[config.mk]
export PLATFORM = sky130hd
export DESIGN_NAME = dgm_cell
export DESIGN_NICKNAME = d
export VERILOG_FILES = /design/src/design/dgm_pkg.sv /design/src/design/dgm_cell.sv
export SDC_FILE = /design/constraint.sdc
export NUM_CORES = 1
export LEC_CHECK = 0
export BUFFER_PORTS_ARGS = -buffer_cell sky130_fd_sc_hd__buf_4
export CAP_MARGIN = 25
export CORE_AREA = 2 2 404 406
export CTS_BUF_LIST = sky130_fd_sc_hd__clkbuf_4 sky130_fd_sc_hd__clkbuf_8 sky130_fd_sc_hd__clkbuf_16
export CTS_CLUSTER_SIZE = 16
export DETAILED_ROUTE_END_ITERATION = 8
export DIE_AREA = 0 0 406 408
export GPL_ROUTABILITY_DRIVEN = 0
export HOLD_SLACK_MARGIN = 0.03
export PLACE_DENSITY_LB_ADDON = 0.12
export SYNTH_ARGS = -nofsm -noshare
export SYNTH_HDL_FRONTEND = slang
export SYNTH_SLANG_ARGS = --single-unit
[constraint.sdc]
create_clock -name clock -period 16.7 [get_ports clock]
set_input_delay 4.175 -clock clock [delete_from_list [all_inputs] [get_ports clock]]
set_output_delay 4.175 -clock clock [all_outputs]
set_load 0.05 [all_outputs]
[src/design/dgm_pkg.sv]
package dgm_pkg;

   // candidate pairs evaluated per pixel
   localparam int NUM_PAIRS = 13;

   // configuration register indexes
   localparam logic [2:0] REG_LIMIT0    = 3'd0;
   localparam logic [2:0] REG_LIMIT1    = 3'd1;
   localparam logic [2:0] REG_LIMIT2    = 3'd2;
   localparam logic [2:0] REG_MODE0     = 3'd3;
   localparam logic [2:0] REG_MODE1     = 3'd4;
   localparam logic [2:0] REG_MODE2     = 3'd5;
   localparam logic [2:0] REG_SKIP      = 3'd6;
   localparam logic [2:0] REG_BIT_DEPTH = 3'd7;

   // selection rules
   localparam logic [2:0] MODE_MIN_DIFF  = 3'd0;
   localparam logic [2:0] MODE_DIFF_X4   = 3'd1;
   localparam logic [2:0] MODE_DIFF_X2   = 3'd2;
   localparam logic [2:0] MODE_DIFF_X1   = 3'd3;
   localparam logic [2:0] MODE_DIST_X2   = 3'd4;
   localparam logic [2:0] MODE_DIST_ONLY = 3'd5;

   // plane code with no register set
   localparam logic [1:0] PLANE_NONE = 2'd3;

   // register reset values
   localparam logic [7:0] LIMIT_RESET     = 8'd4;
   localparam logic [2:0] MODE_RESET      = MODE_DIFF_X4;
   localparam logic [4:0] BIT_DEPTH_RESET = 5'd8;
   localparam logic [4:0] BIT_DEPTH_MIN   = 5'd8;

   // floor(x / 255) for x below 2^24: (x * 32897) >> 23 is exact or one high
   localparam int LIMIT_SCALE  = 255;
   localparam logic [15:0] RECIP = 16'd32897;
   localparam int RECIP_SHIFT  = 23;

   // pixel sources: previous 0..8, current 9..17, next 18..26 (row major)
   localparam int NUM_SRC = 27;
   localparam int CENTER_SRC = 13;

   // pair order for the min-diff rule: temporal pairs first
   localparam logic [4:0] PAIR_A_MIN [NUM_PAIRS] = '{
      5'd18, 5'd20, 5'd24, 5'd26, 5'd25, 5'd19, 5'd21, 5'd23, 5'd22,
      5'd9, 5'd11, 5'd10, 5'd12};
   localparam logic [4:0] PAIR_B_MIN [NUM_PAIRS] = '{
      5'd8, 5'd6, 5'd2, 5'd0, 5'd1, 5'd7, 5'd5, 5'd3, 5'd4,
      5'd17, 5'd15, 5'd16, 5'd14};
   // pair order for the weighted rules: spatial pairs first
   localparam logic [4:0] PAIR_A_WGT [NUM_PAIRS] = '{
      5'd9, 5'd15, 5'd16, 5'd14,
      5'd18, 5'd20, 5'd24, 5'd26, 5'd25, 5'd19, 5'd21, 5'd23, 5'd22};
   localparam logic [4:0] PAIR_B_WGT [NUM_PAIRS] = '{
      5'd17, 5'd11, 5'd10, 5'd12,
      5'd8, 5'd6, 5'd2, 5'd0, 5'd1, 5'd7, 5'd5, 5'd3, 5'd4};

   // position of the current left/right pair in each order
   localparam int HPAIR_MIN = 12;
   localparam int HPAIR_WGT = 3;

   typedef struct packed {
      logic       bypass;
      logic [2:0] mode;
   } ctrl_type;

endpackage

[src/design/dgm_cell.sv]
module dgm_cell #(
   parameter int PIXEL_BITS = 16
) (
   input  logic                   clock,
   input  logic                   reset,
   input  logic                   in_valid,
   output logic                   in_ready,
   input  dgm_pkg::ctrl_type      in_ctrl,
   input  logic [PIXEL_BITS-1:0]  in_c,
   input  logic [PIXEL_BITS-1:0]  in_pmax,
   input  logic [PIXEL_BITS-1:0]  in_lim,
   input  logic [dgm_pkg::NUM_PAIRS-1:0][PIXEL_BITS-1:0] in_pa,
   input  logic [dgm_pkg::NUM_PAIRS-1:0][PIXEL_BITS-1:0] in_pb,
   input  logic [dgm_pkg::NUM_PAIRS-1:0] in_en,
   input  logic [PIXEL_BITS-1:0]  in_best,
   input  logic [PIXEL_BITS-1:0]  in_res,
   output logic                   out_valid,
   input  logic                   out_ready,
   output dgm_pkg::ctrl_type      out_ctrl,
   output logic [PIXEL_BITS-1:0]  out_c,
   output logic [PIXEL_BITS-1:0]  out_pmax,
   output logic [PIXEL_BITS-1:0]  out_lim,
   output logic [dgm_pkg::NUM_PAIRS-1:0][PIXEL_BITS-1:0] out_pa,
   output logic [dgm_pkg::NUM_PAIRS-1:0][PIXEL_BITS-1:0] out_pb,
   output logic [dgm_pkg::NUM_PAIRS-1:0] out_en,
   output logic [PIXEL_BITS-1:0]  out_best,
   output logic [PIXEL_BITS-1:0]  out_res
);

   localparam int W  = PIXEL_BITS;
   localparam int NP = dgm_pkg::NUM_PAIRS;
   localparam int SW = W + 3;

   logic [W-1:0]  hi, lo, val, excess, d, score;
   logic [SW-1:0] sum;
   logic          take;

   dgm_pkg::ctrl_type    ctrl_ff;
   logic [W-1:0]         c_ff, pmax_ff, lim_ff, best_ff, res_ff;
   logic [NP-1:0][W-1:0] pa_ff, pb_ff;
   logic [NP-1:0]        en_ff;
   logic                 valid_ff;

   // score the pair at the head of the list
   always_comb begin
      hi   = (in_pa[0] > in_pb[0]) ? in_pa[0] : in_pb[0];
      lo   = (in_pa[0] > in_pb[0]) ? in_pb[0] : in_pa[0];
      d    = hi - lo;
      if (in_c < lo) begin
         val    = lo;
         excess = lo - in_c;
      end else if (in_c > hi) begin
         val    = hi;
         excess = in_c - hi;
      end else begin
         val    = in_c;
         excess = '0;
      end
      case (in_ctrl.mode)
         dgm_pkg::MODE_DIFF_X4: sum = SW'(excess) + SW'({d, 2'b00});
         dgm_pkg::MODE_DIFF_X2: sum = SW'(excess) + SW'({d, 1'b0});
         dgm_pkg::MODE_DIFF_X1: sum = SW'(excess) + SW'(d);
         dgm_pkg::MODE_DIST_X2: sum = SW'({excess, 1'b0}) + SW'(d);
         default:               sum = SW'(d);
      endcase
      if (in_ctrl.mode == dgm_pkg::MODE_MIN_DIFF) begin
         score = d;
      end else if (in_ctrl.mode == dgm_pkg::MODE_DIST_ONLY) begin
         score = excess;
      end else if (sum > SW'(in_pmax)) begin
         score = in_pmax;
      end else begin
         score = sum[W-1:0];
      end
      // equal scores go to the later pair
      take = in_en[0] && (score <= in_best);
   end

   assign in_ready = !valid_ff || out_ready;

   always_ff @(posedge clock) begin
      if (reset) begin
         valid_ff <= 1'b0;
      end else if (in_ready) begin
         valid_ff <= in_valid;
      end
   end

   always_ff @(posedge clock) begin
      if (in_ready && in_valid) begin
         ctrl_ff <= in_ctrl;
         c_ff    <= in_c;
         pmax_ff <= in_pmax;
         lim_ff  <= in_lim;
         pa_ff   <= {{W{1'b0}}, in_pa[NP-1:1]};
         pb_ff   <= {{W{1'b0}}, in_pb[NP-1:1]};
         en_ff   <= {1'b0, in_en[NP-1:1]};
         best_ff <= take ? score : in_best;
         res_ff  <= take ? val : in_res;
      end
   end

   assign out_valid = valid_ff;
   assign out_ctrl  = ctrl_ff;
   assign out_c     = c_ff;
   assign out_pmax  = pmax_ff;
   assign out_lim   = lim_ff;
   assign out_pa    = pa_ff;
   assign out_pb    = pb_ff;
   assign out_en    = en_ff;
   assign out_best  = best_ff;
   assign out_res   = res_ff;

endmodule

==> metrics.md <==
| Metric | Value |
|---|---|
| Async SR Flop Fraction | 0% |
| Final Max Slew Viols | 0 |
| CP peak stage delay | 0.54 ns |
| Detailed Route Iter0 Violations | 1,308 |
| Vias in the first global route | about 20,000 |
| Core Util, Final | around 23% |
| Clock Skews | about 0.029 ns |
| Final Setup Violations | 0 |
| CTS H-tree depth | 3 |
| P_sw | 0.001851 W |
| Outcome | finished, final reports clean |
| Yosys warns | 0 |
| Synthesis-to-layout area growth | 55.08% |
| Leakage | 15.37 nW |
| Crit. End Element | register |
| Clk buf depth | 3 |
| GR Overflow Total | 0 |
| Worst skew pair latency | approximately 0.65 ns |
| DRT antenna net count | 0 |
| Syn avg cell area | around 13 um^2 |
| Worst vdd ir | between 0.07 and 0.08 mV |
| Site row count | ~150 |
| First-pass GRT wire length | around 170 mm |
| Core region area | 0.1617 mm^2 |
| # hold bufs at CTS | 0 |
| Part of the power in registers | a little under a third |
| Slew Limit Headroom | 29.03% |
| Synthesized area | ~0.024 mm^2 |
| WHS Endpoint | out_valid$_SDFFE_PP0N_ |
| WP data required | between 15 and 20 ns |
| Die W | between 400 and 500 um |
| Die Height | roughly 410 um |
| Initial antenna violation count | between 40 and 50 |
| WS Path Type | in -> reg |
| CTS tree | yes |
| Num ports | 1,032 |
| Final min period | about 16 ns |
| Post-synth EDFFs | 480 |
| Final hold violations | 0 |
| Most numerous cell on the critical path | a21oi_1 |
| Initial Util | around 15% |
| Sequential-to-total area share from yosys stat | between 60% and 70% |
| Worst Hold Class | reg -> reg |
| Clock power frac | 28.6% |
| CTS root buf | clkbuf_16 |
| Max FO, Critical Path | 16 |
| Vias/cell | ~3.8 |
| Internal power | ~0.003 W |
| Nets | about 3,700 |
| RR Startpoint | out_valid$_SDFFE_PP0N_ |
| Clock-pin slew on the worst setup and hold paths | 0.05 ns |
| Tcrit/Tclk final | 93.09% |
| RSZ-0062 raised after global routing | false |
| Flop2flop setup slack | 13.25 ns |
| Post-detail-place hpwl | ~110 mm |
| Largest net degree at the start of global routing | approximately 130 |
| Max-cap viol count | 0 |
| Post-synth top flop | edfxtp_1 |
| Sink Count | roughly 480 |
| Number of synthesized register bits | between 400 and 500 |
| DRC | 0 |
| Synth Instances | between 1,500 and 2,000 |
| Avg WL per Cell | 25.29 um |
| DRT Wirelength | roughly 130 mm |
| Worst R2R Path Depth | 4 |
| Via count | 20,022 |
| First-pass iteration count of the detailed router | 5 |
| Num CTS Buffers | 66 |
| Worst hold path depth | 2 |
| Layout cells sized above 1 | between 40% and 50% |
| Worst slew pin tran | 1.065 ns |
| Pwr dens | 131.3 mW/mm^2 |
| CP arrival | roughly 16 ns |
| Fmax | between 60 and 70 MHz |
| Crit path launch type | input pin |
| Switching Share | approximately two fifths |
| Distinct cells, synth | 80 |
| Combinational Power Share | approximately two fifths |
| I/O Buffers | 998 |
| Hold_sp | out_valid$_SDFFE_PP0N_ |
| Die ar. | between 0.15 and 0.2 mm^2 |
| CP max stage cell | o311ai_0 |
| Gr usage total | ~15% |
| Post-Route Setup TNS | 0 ns |
| FF-to-FF End | out_c[9]$_DFFE_PP_ |
## cells in the final DEF (no fill, tap or decap), types with 18 or more instances in the layout
| master | Yosys | final |
|---|---|---|
| a211oi_1 | 27 | 27 |
| a21o_1 | 43 | 43 |
| a21oi_1 | 131 | 128 |
| a31oi_1 | 27 | 27 |
| buf_4 | 35 | 1115 |
| clkbuf_16 | 0 | 66 |
| conb_1 | 1 | 33 |
| edfxtp_1 | 480 | 480 |
| ha_1 | 140 | 140 |
| inv_1 | 105 | 105 |
| nand2_1 | 110 | 109 |
| nand2b_1 | 31 | 31 |
| nand3_1 | 33 | 33 |
| nor2_1 | 132 | 129 |
| nor2b_1 | 23 | 23 |
| nor3_1 | 19 | 19 |
| o21a_1 | 19 | 18 |
| o21ai_0 | 102 | 101 |
| o22ai_1 | 20 | 20 |
| xnor2_1 | 42 | 42 |
| xor2_1 | 38 | 38 |
## registers in the layout, indices dropped and copies added (netlist names)
| signal | flops |
|---|---|
| out_pa | 192 |
| out_pb | 192 |
| out_best | 16 |
| out_c | 16 |
| out_lim | 16 |
| out_pmax | 16 |
| out_res | 16 |
| out_en | 12 |
| out_ctrl | 4 |
| out_valid | 1 |
## cells by family after synthesis
| group | count (synthesis) | share of synthesized area [%] |
|---|---|---|
| AND/OR/NAND/NOR | 427 | 8.731 |
| adder cells (fa/ha/maj) | 147 | 7.949 |
| other | 1 | 0.01593 |
| multiplexers | 22 | 0.9830 |
| flip-flops | 481 | 61.30 |
| buffers and inverters | 193 | 3.682 |
| XOR/XNOR | 80 | 2.976 |
| AO/OA/AOI/OAI | 520 | 14.36 |
## synth_stat cells (8+ instances only)
cell type / n / area, um^2
a211o_1: 9 / 78.83
a211oi_1: 27 / 202.7
a21boi_0: 9 / 67.56
a21o_1: 43 / 322.8
a21oi_1: 131 / 655.6
a31oi_1: 27 / 168.9
and3_1: 16 / 100.1
buf_4: 35 / 262.8
clkbuf_1: 45 / 168.9
edfxtp_1: 480 / 14410
ha_1: 140 / 1752
inv_1: 105 / 394.1
mux2_2: 9 / 101.4
mux2i_1: 13 / 130.1
nand2_1: 110 / 412.9
nand2b_1: 31 / 193.9
nand3_1: 33 / 165.2
nand4_1: 11 / 68.82
nor2_1: 132 / 495.5
nor2b_1: 23 / 143.9
nor3_1: 19 / 95.09
o211ai_1: 15 / 112.6
o21a_1: 19 / 142.6
o21ai_0: 102 / 510.5
o21ai_1: 9 / 45.04
o21bai_1: 10 / 75.07
o22ai_1: 20 / 125.1
o31ai_1: 16 / 120.1
or2_2: 8 / 50.05
xnor2_1: 42 / 367.9
xor2_1: 38 / 332.8
## final cells by class
cell class	instances	area, um^2
Sequential cell	481	14430
Clock inverter	38	301.5
Inverter	105	394.1
Fill cell	17536	125100
Antenna cell	10	25.02
Clock buffer	80	1757
Timing Repair Buffer	1120	8458
Multi-Input combinational cell	1229	8424
Tap cell	2175	2721
## worst max-delay path: cells and delay by family
| kind | cells | cell delay (ns) |
|---|---|---|
| compound gates | 32 | 6.27 |
| simple gates | 17 | 2.73 |
| fa+ha+maj | 5 | 1.52 |
| buf+inv | 7 | 1.04 |
| mux | 1 | 0.11 |
## through the flow
step           setup WS [ns]  total power, W  instance area (um^2)  std cells  hold slack (ns)
3_5_place_dp          0.2741        0.003456                 34390       5107           0.7083
6_report               1.154        0.004795                 36520       5238           0.7371
2_1_floorplan         0.2232        0.002703                 23670       1903            1.114
4_1_cts               0.9693        0.004880                 36450       5225           0.7159
3_3_place_gp          0.2817        0.003480                 34390       5107           0.7107
5_1_grt             0.002565        0.005075                 36500       5232           0.7704
## worst max-delay path by stage
stage | startpoint | endpoint | cells past startpoint
after global placement | in_pb[12] | out_best[0]$_DFFE_PP_ | 64
after global routing | in_pb[12] | out_best[0]$_DFFE_PP_ | 66
after detailed placement | in_pb[12] | out_best[0]$_DFFE_PP_ | 60
after CTS | in_pb[12] | out_best[0]$_DFFE_PP_ | 63
after floorplan | in_pb[13] | out_res[10]$_DFFE_PP_ | 62
final | in_pb[12] | out_best[0]$_DFFE_PP_ | 62
## metal layers
| metal | part of all wire [%] | GRT usage, % | vias up |
|---|---|---|---|
| met5 | 0.18 | 0 | - |
| met3 | 7.9 | 5.213 | 175 |
| li1 | - | - | 9337 |
| met1 | 37 | 16.39 | 9730 |
| met4 | 2.9 | 4.852 | 40 |
| met2 | 52 | 27.81 | 740 |
## power groups by stage
stage          sequential [W]  combinational (W)  clock [W]
2_1_floorplan         0.00179           0.000908          0
4_1_cts               0.00146            0.00198    0.00144
6_report              0.00146            0.00196    0.00137
3_3_place_gp          0.00149            0.00199          0
5_1_grt               0.00147            0.00213    0.00148
3_5_place_dp          0.00149            0.00197          0
## timing repair
item	CTS	global route
setup buffers	0	2
setup endpoints to repair	0	32
gates resized for setup	0	10
(Power assumes the default switching activity.)
